**config.mk**
```make
export PLATFORM = sky130hd
export DESIGN_NAME = nps_seq
export DESIGN_NICKNAME = d
export VERILOG_FILES = /design/src/sv/nps_pkg.sv /design/src/sv/nps_seq.sv
export SDC_FILE = /design/constraint.sdc
export NUM_CORES = 1
export LEC_CHECK = 0
export BUFFER_PORTS_ARGS = -buffer_cell sky130_fd_sc_hd__buf_4
export CAP_MARGIN = 20
export CORE_AREA = 2 2 85 119
export DETAILED_ROUTE_END_ITERATION = 8
export DIE_AREA = 0 0 87 121
export GPL_ROUTABILITY_DRIVEN = 0
export HOLD_SLACK_MARGIN = 0.02
export PLACE_DENSITY = 0.78
export SYNTH_ARGS = -nofsm -noshare
export SYNTH_HDL_FRONTEND = slang
export SYNTH_SLANG_ARGS = --single-unit
```
**constraint.sdc**
```tcl
create_clock -name clk -period 4.1 [get_ports clk]
set_input_delay 0.41 -clock clk [delete_from_list [all_inputs] [get_ports clk]]
set_output_delay 0.41 -clock clk [all_outputs]
set_load 0.01 [all_outputs]
```
**src/sv/nps_pkg.sv**
```systemverilog
`timescale 1ns / 1ps
`default_nettype none
package nps_pkg;

  // table and coordinate sizes
  localparam int MAX_POINTS = 1024;
  localparam int COORD_W    = 24;

  // derived widths
  localparam int ADDR_W = (MAX_POINTS > 1) ? $clog2(MAX_POINTS) : 1;
  localparam int CNT_W  = $clog2(MAX_POINTS + 1);
  localparam int DIFF_W = COORD_W + 1;
  localparam int SQ_W   = 2 * COORD_W + 1;
  localparam int DIST_W = SQ_W + 2;

  // fixed field widths of the item formats
  localparam int IDX_W       = 10;
  localparam int PC_W        = 11;
  localparam int IN_TDATA_W  = 88;
  localparam int OUT_TDATA_W = 16;

  // configuration port
  localparam int CFG_ADDR_W = 3;
  localparam logic [CFG_ADDR_W-1:0] REG_POINT_COUNT = 3'd0;

  // item kind carried on tuser
  typedef enum logic {
    OP_STORE = 1'b0,
    OP_QUERY = 1'b1
  } op_t;

  // one stored point
  typedef struct packed {
    logic                      flag;
    logic signed [COORD_W-1:0] z;
    logic signed [COORD_W-1:0] y;
    logic signed [COORD_W-1:0] x;
  } point_t;

  // read request issued by the sequencer
  typedef struct packed {
    logic              vld;
    logic [ADDR_W-1:0] idx;
  } tag_t;

  // distance of one scanned point
  typedef struct packed {
    logic              vld;
    logic [ADDR_W-1:0] idx;
    logic              flag;
    logic [DIST_W-1:0] sqdist;
  } dist_res_t;

endpackage
`default_nettype wire

```
**src/sv/nps_seq.sv**
```systemverilog
`timescale 1ns / 1ps
`default_nettype none
module nps_seq (
  input  wire logic                        clk,
  input  wire logic                        rst_n,
  input  wire logic                        start,
  input  wire logic [nps_pkg::CNT_W-1:0]   count,
  input  wire logic                        surface_only,
  output nps_pkg::tag_t                    req,
  input  wire nps_pkg::dist_res_t          res,
  input  wire logic                        busy,
  output logic                             idle,
  output logic                             out_valid,
  input  wire logic                        out_ready,
  output logic [nps_pkg::IDX_W-1:0]        out_index,
  output logic                             out_found
);
  import nps_pkg::*;

  typedef enum logic [1:0] {
    S_IDLE,
    S_SCAN,
    S_DRAIN,
    S_DONE
  } state_t;

  state_t            state_r, state_nxt;
  logic [CNT_W-1:0]  cnt_r, cnt_nxt;
  logic [CNT_W-1:0]  n_r, n_nxt;
  logic              sonly_r, sonly_nxt;
  logic              have_r, have_nxt;
  logic [ADDR_W-1:0] best_idx_r, best_idx_nxt;
  logic [DIST_W-1:0] best_dist_r, best_dist_nxt;
  logic              out_valid_r, out_valid_nxt;
  logic [IDX_W-1:0]  out_index_r, out_index_nxt;
  logic              out_found_r, out_found_nxt;
  logic              take;

  // a scanned point that passes the filter and beats the best so far
  assign take = res.vld && (!sonly_r || res.flag) &&
                (!have_r || (res.sqdist < best_dist_r));

  assign req.vld = (state_r == S_SCAN) && (cnt_r < n_r);
  assign req.idx = cnt_r[ADDR_W-1:0];

  always_comb begin
    state_nxt     = state_r;
    cnt_nxt       = cnt_r;
    n_nxt         = n_r;
    sonly_nxt     = sonly_r;
    have_nxt      = have_r;
    best_idx_nxt  = best_idx_r;
    best_dist_nxt = best_dist_r;
    out_valid_nxt = out_valid_r;
    out_index_nxt = out_index_r;
    out_found_nxt = out_found_r;

    // result register empties on handshake
    if (out_valid_r && out_ready) begin
      out_valid_nxt = 1'b0;
    end

    // running minimum, first one kept on ties
    if (take) begin
      have_nxt      = 1'b1;
      best_idx_nxt  = res.idx;
      best_dist_nxt = res.sqdist;
    end

    unique case (state_r)
      S_IDLE: begin
        if (start) begin
          state_nxt = S_SCAN;
          cnt_nxt   = '0;
          have_nxt  = 1'b0;
          sonly_nxt = surface_only;
          n_nxt     = (32'(count) > 32'(MAX_POINTS)) ? CNT_W'(MAX_POINTS) : count;
        end
      end
      S_SCAN: begin
        if (cnt_r < n_r) begin
          cnt_nxt = cnt_r + CNT_W'(1);
        end else begin
          state_nxt = S_DRAIN;
        end
      end
      S_DRAIN: begin
        if (!busy) begin
          state_nxt = S_DONE;
        end
      end
      S_DONE: begin
        if (!out_valid_r || out_ready) begin
          out_valid_nxt = 1'b1;
          out_found_nxt = have_r;
          out_index_nxt = have_r ? IDX_W'(best_idx_r) : '0;
          state_nxt     = S_IDLE;
        end
      end
      default: state_nxt = S_IDLE;
    endcase
  end

  // state and registered outputs
  always_ff @(posedge clk) begin
    if (!rst_n) begin
      state_r     <= S_IDLE;
      cnt_r       <= '0;
      n_r         <= '0;
      sonly_r     <= 1'b0;
      have_r      <= 1'b0;
      out_valid_r <= 1'b0;
    end else begin
      state_r     <= state_nxt;
      cnt_r       <= cnt_nxt;
      n_r         <= n_nxt;
      sonly_r     <= sonly_nxt;
      have_r      <= have_nxt;
      out_valid_r <= out_valid_nxt;
    end
    best_idx_r  <= best_idx_nxt;
    best_dist_r <= best_dist_nxt;
    out_index_r <= out_index_nxt;
    out_found_r <= out_found_nxt;
  end

  assign idle      = (state_r == S_IDLE);
  assign out_valid = out_valid_r;
  assign out_index = out_index_r;
  assign out_found = out_found_r;

endmodule
`default_nettype wire

```
Yosys cells after proc, flatten, opt, wreduce, memory -nomap -nowiden
Index checks and enable logic that the tools add are counted.
- flip-flop bits (word level): 99
- output and inout bits: 24
- $add $sub $neg: 1
- magnitude comparators: 3
- equality and inequality tests: 8
- multiplexer cells: 15
- reduce and logical (&&, ||, !) cells: 16
- operators by type and width (operator ; number):
    $lt A51 B51 Y1 ; 1
    $mux W11 ; 3
    $pmux W11 S2 ; 1
    $add A11 B1 Y11 const B ; 1
    $gt A11 B11 Y1 const B ; 1
    $lt A11 B11 Y1 ; 1
    $mux W2 ; 4
    $ne A2 B2 Y1 const B ; 4
    $pmux W2 S4 ; 1
    $mux W1 ; 6
    $eq A2 B2 Y1 const B ; 2
    $logic_and A1 B1 Y1 ; 4
    $reduce_and A2 Y1 ; 2
    $reduce_and A4 Y1 ; 1
    $logic_not A1 Y1 ; 3
    $logic_or A1 B1 Y1 ; 3
    $reduce_and A3 Y1 ; 1
    $eq A2 B1 Y1 const B ; 1
    $logic_not A2 Y1 ; 1
    $ne A2 B1 Y1 const B ; 1
    $reduce_bool A2 Y1 ; 1

Logic depth before layout (Yosys ltp)
Gate-level depths: netlist of the first run.
- word-level depth: 7
- mapped depth: 10

Worst setup path after synthesis of the first run
OpenSTA, ideal clock, no wires.
- path type: input-to-reg
- from: input res[16] (netlist bit)
- to: register best_dist_r[0] (enable)
- setup time: 0.423 ns
- arrival time: 3.009 ns
- required time: 3.677 ns
- slack: 0.668 ns
- stages on the path: 7
- cell sequence: ha_1 > a211oi_1 > nor2_1 > a2111oi_0 > nor2_1 > a211oi_1 > o21a_1
- cells in the longest elaborated chain, start to end: 3
- ends and longest elaborated chain (element ; RTL line ; text):
    start, declared ; nps_seq.sv:10 ; input wire nps_pkg::dist_res_t res,
    $lt A51 B51 Y1 ; nps_seq.sv:41 ; (!have_r || (res.sqdist < best_dist_r));
    $logic_or A1 B1 Y1 ; nps_seq.sv:41 ;
    $logic_and A1 B1 Y1 ; nps_seq.sv:40 ; assign take = res.vld && (!sonly_r || res.flag) &&
    via take ; nps_seq.sv:37 ; logic take;
    end signal, assigned ; nps_seq.sv:122 ; best_dist_r <= best_dist_nxt;
    end, declared ; nps_seq.sv:33 ; logic [DIST_W-1:0] best_dist_r, best_dist_nxt;
The timed path passes the listed nets, and every way through them passes these cells.
A chain may end at the register's enable or synchronous reset.

Worst setup path after layout of the first run
- from: register best_dist_r[12]
- to: register best_dist_r[13] (enable)
- cells in the longest elaborated chain, start to end: 3
- ends and longest elaborated chain (element ; RTL line):
    $lt A51 B51 Y1 ; nps_seq.sv:41
    $logic_or A1 B1 Y1 ; nps_seq.sv:41
    $logic_and A1 B1 Y1 ; nps_seq.sv:40
    via take ; nps_seq.sv:37
The timed path passes the listed nets, and every way through them passes these cells.

==> flow_metrics.env, run 1 <==
export IMPL_p_sw_uw=721
export IMPL_hp_class="primary input to register"
export IMPL_io_buffers=103
export IMPL_drc=0
export IMPL_core_area_mm2=0.00941
export IMPL_die_area_mm2=0.0105
export IMPL_syn_inst=449
export IMPL_synth_nets=594
export IMPL_rows=42
export IMPL_ctsHoldBuffers=0
export IMPL_yosysTopAreaCell="edfxtp_1"
export IMPL_finalClockSkew_ns=0.00771
export IMPL_via_per_inst=5.53
export IMPL_cts_buffers_inserted=9
export IMPL_track_usage=0.211
export IMPL_drt_iter0_markers=140
export IMPL_syn_area_mm2=0.00506
export IMPL_htree_levels=3
export IMPL_vias=3665
export IMPL_fin_nets=693
export IMPL_internal_power_mw=1.86
export IMPL_place_inst=647
export IMPL_cts_buffer_depth=2
export IMPL_p_leak_nw=2.77
export IMPL_final_hold_viol_count=0
export IMPL_setup_viol=0
export IMPL_synth_seq_cells=99
export IMPL_antenna_found_initial=0
export IMPL_synth_most_common_cell="edfxtp_1"
export IMPL_synthTopCellsByArea="edfxtp_1 (43%), ha_1 (16%), dfxtp_1 (11%)"
export IMPL_dr_pass1_iters=4
export IMPL_period_minus_slack_ns=3.06
export IMPL_die_h_um=121
export IMPL_critPathMaxFanout=35
export IMPL_seq_area_frac_synth=0.534
export IMPL_wl_per_cell_um=15.9
export IMPL_synth_common_cells="edfxtp_1 (72), inv_1 (66), ha_1 (65)"
export IMPL_ant_nets=0
export IMPL_cts_sinks=99
export IMPL_grt_pass1_wl_um=17200
export IMPL_p_per_area_mw_per_mm2=419
export IMPL_netSwitchingFraction=0.279
export IMPL_drt_wl_total_um=10500
export IMPL_status="finished, final reports clean"
export IMPL_start_util=0.538
export IMPL_start_kind="register"
export IMPL_pwr_share_comb=0.222
export IMPL_path_clk_slew_ns=0.06
export IMPL_required_ns=4.13
export IMPL_synth_edf_count=72
export IMPL_ys_flop_type="edfxtp_1"
export IMPL_clockRootBuffer="clkbuf_16"
export IMPL_ioPinCount=104
export IMPL_yosys_warnings=0
export IMPL_synthArstFlopShare=0
export IMPL_drive_above_1_share=0.233
export IMPL_overflow=0
export IMPL_tightestPinTransition_ns=0.946
export IMPL_grt_max_degree=36
export IMPL_num_antenna_cells=0
export IMPL_critPathArrivalTime_ns=3.09
export IMPL_n_fill_cell=766
export IMPL_design_area_mm2=0.00616
export IMPL_placed_area_mm2=0.00589
export IMPL_synth_top_area_frac=0.427
export IMPL_synth_cell_types=50
export IMPL_cts_tree="yes"
export IMPL_seq_power_share=0.479
export IMPL_rsz0062_at_grt="false"
export IMPL_post_cts_resized=0
export IMPL_die_x_um=87
export IMPL_critical_path_class="register to register"
export IMPL_timing_final_crit_share=0.747
export IMPL_max_freq_ghz=0.326
export IMPL_ir_worst_vdd_uv=295
export IMPL_fin_cells=663
export IMPL_syn2layout_area_growth_pct=21.7
export IMPL_drv_cap=0
export IMPL_setup_tns_ns=0
export IMPL_syn_area_per_cell_um2=11.3
export IMPL_pwr_share_clk=0.299
export IMPL_post_cts_buffers=0
export IMPL_worstSetupEndpointType="register"
export IMPL_dp_hpwl_um=8150
export IMPL_clock_latency_ns=0.34
export IMPL_grt_pass1_vias=3827
export IMPL_slew_violations=0
export IMPL_max_slew_margin=0.369
-- registers in the layout (all words and copies together), names as in the netlist --
register     count
have_r           1
best_idx_r      10
out_index       10
cnt_r           11
best_dist_r     51
n_r             11
sonly_r          1
state_r          2
out_found        1
out_valid        1
-- through the flow --
stage | utilization | setup WS [ns] | hold slack (ns) | total power, mW
after floorplan | - | 0.668 | 0.436 | 1.62
after global placement | 0.626 | 1.03 | 0.449 | 1.80
after detailed placement | 0.626 | 0.883 | 0.459 | 1.83
after CTS | 0.655 | 1.05 | 0.235 | 2.60
after global routing | 0.655 | 0.860 | 0.236 | 2.72
final | 0.655 | 1.04 | 0.247 | 2.58
-- final timing paths --
kind | from | to | slack, ns | depth (start not counted)
worst max-delay path | best_dist_r[12] | best_dist_r[13] | 1.04 | 9
worst min-delay path | res[61] | best_idx_r[9] | 0.25 | 1
worst max register to register | best_dist_r[12] | best_dist_r[13] | 1.04 | 9
worst min register to register | n_r[10] | n_r[10] | 0.46 | 2
-- power groups by stage --
stage	clock (mW)	sequential, mW	combinational, mW
2_1_floorplan	0	1.25	0.363
3_3_place_gp	0	1.25	0.546
3_5_place_dp	0	1.26	0.571
4_1_cts	0.788	1.24	0.576
5_1_grt	0.828	1.25	0.649
6_report	0.772	1.24	0.574
-- final cells by class --
cell class,instances,area (µm²),share of cell area
flip-flops and latches,99,2700,0.439
multi-input cells,266,2000,0.325
repair buffers,104,793,0.129
inverters,68,255,0.0414
clock buffers,10,239,0.0388
well taps,110,138,0.0223
clock inverters,6,31.3,0.00508
-- logic make-up after synthesis --
logic type / after synthesis / synth area share
adder cells (fa/ha/maj): 65 / 0.161
buffers and inverters: 84 / 0.0722
AND/OR/NAND/NOR: 104 / 0.102
multiplexers: 1 / 0.00198
AO/OA/AOI/OAI: 96 / 0.129
flip-flops: 99 / 0.534
-- critical path, stage by stage, from the launching register on --
cell       delay, ns
edfxtp_1        0.36
inv_1           0.07
ha_1            0.24
a21oi_1         0.15
o21ai_0         0.12
a2111oi_0       0.49
nor2_1          0.12
a211oi_1        0.23
o21a_2          0.64
buf_12          0.30
-- cells in the final DEF (no fill, tap or decap), types with 2 or more instances in the layout --
cell       count
o32ai_1        4
nor3_1         2
nand3_1       13
nand2b_1       2
edfxtp_1      72
and4_1         2
nor2_1        22
or2_0          2
a211o_1        2
o211ai_1       5
a21o_1         8
buf_4        103
clkinv_2       4
a22o_1         9
a2111oi_0      3
nand2_1       30
inv_1         66
o22ai_1        2
inv_2          2
dfxtp_1       27
a211oi_1       5
o31ai_1        2
nor4_1         4
o21ai_0       14
ha_1          65
nand4_1        4
nor3b_1        2
nor2b_1        4
and2b_1        2
a21oi_1       29
and3_1         2
and2_1        10
clkbuf_16      9
-- layer usage --
metal	global-route usage	vias to the layer above	routed length, µm
met3	0.0463	24	511
met1	0.229	1739	4010
li1	-	1801	-
met5	0	-	0
met4	0.0850	0	272
met2	0.388	101	5750
Note: power is estimated with default switching activity, not from simulation.
==> inputs of run 2 (changes only) <==
Settings changed: ABC_AREA set to 1, CORE_AREA 2 2 85 119 to 2 2 86 120, DIE_AREA 0 0 87 121 to 0 0 88 122, PLACE_DENSITY 0.78 to 0.79.
Clock period 4.1 ns to 3 ns, I/O delays scaled along.
==> flow_metrics.env, run 2 <==
export IMPL_ctsHoldBuffers=0
export IMPL_finalClockSkew_ns=0.00874
export IMPL_syn_inst=560
export IMPL_p_sw_mw=1.14
export IMPL_period_minus_slack_ns=2.35
export IMPL_synth_top_area_frac=0.409
export IMPL_cts_tree="yes"
export IMPL_pwr_share_comb=0.248
export IMPL_rows=43
export IMPL_cts_buffers_inserted=9
export IMPL_n_fill_cell=749
export IMPL_cp_slowest_stage_delay_ns=0.44
export IMPL_crit_top_cell="nand2_1"
export IMPL_p_leak_nw=3.10
export IMPL_drc=0
export IMPL_reg2reg_depth=12
export IMPL_internal_power_mw=2.70
export IMPL_drv_cap=0
export IMPL_seq_area_frac_synth=0.511
export IMPL_crit_chain="inv_1 -> ha_1 -> nand2_1 -> inv_1 -> nand2_1 -> nand2_1 -> a21oi_1 -> nand3_1 -> nand2_1 -> nand3_1 -> a21oi_4 -> buf_4"
export IMPL_die_x_um=88
export IMPL_final_hold_viol_count=0
export IMPL_pwr_share_clk=0.300
export IMPL_die_h_um=122
export IMPL_htree_levels=3
export IMPL_synthArstFlopShare=0
export IMPL_clockRootBuffer="clkbuf_16"
export IMPL_core_area_mm2=0.00974
export IMPL_reg2reg_slack_ns=0.65
export IMPL_path_buf_inv=3
export IMPL_hold_path_end="best_idx_r[4]"
export IMPL_status="finished, final reports clean"
export IMPL_final_common_cell="nand2_1"
export IMPL_ioPinCount=104
export IMPL_grt_pass1_wl_um=17500
export IMPL_num_antenna_cells=0
export IMPL_critPathArrivalTime_ns=2.33
export IMPL_required_ns=2.98
export IMPL_antenna_found_initial=0
export IMPL_max_slew_margin=0.604
export IMPL_setup_tns_ns=0
export IMPL_fin_nets=807
export IMPL_syn_area_per_cell_um2=9.44
export IMPL_cp_top_family="buffers and inverters"
export IMPL_cts_buffer_depth=2
export IMPL_timing_final_crit_share=0.784
export IMPL_path_clk_slew_ns=0.06
export IMPL_syn_area_mm2=0.00529
export IMPL_p_total_mw=3.84
export IMPL_largest_reg_flops=51
export IMPL_cpMaxStageDelayCell="buf_4"
export IMPL_syn2layout_area_growth_pct=22.0
export IMPL_drt_wl_total_um=10800
export IMPL_yosys_warnings=0
export IMPL_ys_flop_type="edfxtp_1"
export IMPL_max_flop_register="best_dist_r"
export IMPL_synth_most_common_cell="nand2_1"
export IMPL_dr_pass1_iters=4
export IMPL_post_cts_buffers=0
export IMPL_die_area_mm2=0.0107
export IMPL_synth_seq_cells=99
export IMPL_seq_power_share=0.452
export IMPL_start_kind="register"
export IMPL_clock_latency_ns=0.35
export IMPL_netSwitchingFraction=0.298
export IMPL_ant_nets=0
export IMPL_worstSetupEndpointType="register"
export IMPL_critPathMaxFanout=39
export IMPL_critical_path_class="register to register"
export IMPL_reg2reg_to="best_dist_r[15]"
export IMPL_dp_hpwl_um=8380
export IMPL_post_cts_resized=0
export IMPL_overflow=0
export IMPL_io_buffers=103
export IMPL_synth_common_cells="nand2_1 (115), inv_1 (108), edfxtp_1 (72)"
export IMPL_holdPathStages=1
export IMPL_hold_start="res[56]"
export IMPL_synthTopCellsByArea="edfxtp_1 (41%), ha_1 (15%), dfxtp_1 (10%)"
export IMPL_p_per_area_mw_per_mm2=596
export IMPL_wl_per_cell_um=13.5
export IMPL_final_util=0.662
export IMPL_synth_edf_count=72
export IMPL_setup_viol=0
export IMPL_grt_max_degree=40
export IMPL_final_cell_mix="nand2_1 (115), inv_1 (108), buf_4 (106)"
export IMPL_yosysTopAreaCell="edfxtp_1"
export IMPL_grt_pass1_vias=3970
export IMPL_max_freq_ghz=0.425
export IMPL_holdWs_ns=0.129
export IMPL_hp_class="primary input to register"
export IMPL_largestRegisters="best_dist_r x51, cnt_r x11, n_r x11"
export IMPL_rsz0062_at_grt="false"
export IMPL_tightestPinTransition_ns=0.588
export IMPL_synth_nets=705
export IMPL_synth_cell_types=34
export IMPL_timing_rr_start="best_dist_r[18]"
export IMPL_slew_violations=0
export IMPL_via_per_inst=4.97
export IMPL_drt_iter0_markers=147
export IMPL_vias=3985
export IMPL_cts_sinks=99
export IMPL_ir_worst_vdd_uv=410
export IMPL_track_usage=0.211
export IMPL_drive_above_1_share=0.204
export IMPL_start_util=0.543
[run 2: cell type report]
| cell class | count | area, µm² | area share |
|---|---|---|---|
| Clock buffer | 11 | 243 | 0.0376 |
| Clock inverter | 5 | 53.8 | 0.00834 |
| Inverter | 111 | 417 | 0.0646 |
| Multi-Input combinational cell | 335 | 2070 | 0.321 |
| Sequential cell | 99 | 2700 | 0.419 |
| Tap cell | 135 | 169 | 0.0262 |
| Timing Repair Buffer | 106 | 796 | 0.123 |
[run 2: worst max-delay path by stage]
stage	end	from	slack, ns	cells after the start
after floorplan	best_dist_r[0]	best_dist_r[38]	0.33	11
after global placement	best_dist_r[12]	res[6]	0.62	14
after detailed placement	best_dist_r[12]	res[4]	0.56	14
after CTS	best_dist_r[15]	best_dist_r[4]	0.62	14
after global routing	best_dist_r[15]	best_dist_r[4]	0.47	14
final	best_dist_r[15]	best_dist_r[18]	0.65	12
[run 2: metrics by stage]
stage,worst slack [ns],area [µm²],std cells
after global routing,0.466,6450,802
after detailed placement,0.563,6140,785
after floorplan,0.328,5300,560
final,0.647,6450,802
after CTS,0.617,6440,801
after global placement,0.615,6140,785
[run 2: layer usage]
layer	track usage	vias up	wire length [µm]
met5	0	-	0
met4	0.0990	0	258
met3	0.0407	18	475
met2	0.389	97	5730
met1	0.227	1831	4360
li1	-	2039	-
[run 2: kinds of logic (layout without fill, tap and decap cells)]
group	Yosys count	after routing	synth area share
flops	99	99	0.511
simple gates	200	200	0.163
compound gates	68	68	0.0691
fa+ha+maj	65	65	0.154
buf+inv	126	233	0.0997
xor+xnor	2	2	0.00331
[run 2: power groups by stage]
stage	sequential, mW	clock (mW)	combinational [mW]
global route	1.75	1.21	1.09
finish	1.74	1.15	0.951
floorplan	1.75	0	0.660
CTS	1.74	1.17	0.952
global placement	1.76	0	0.901
detailed placement	1.77	0	0.945
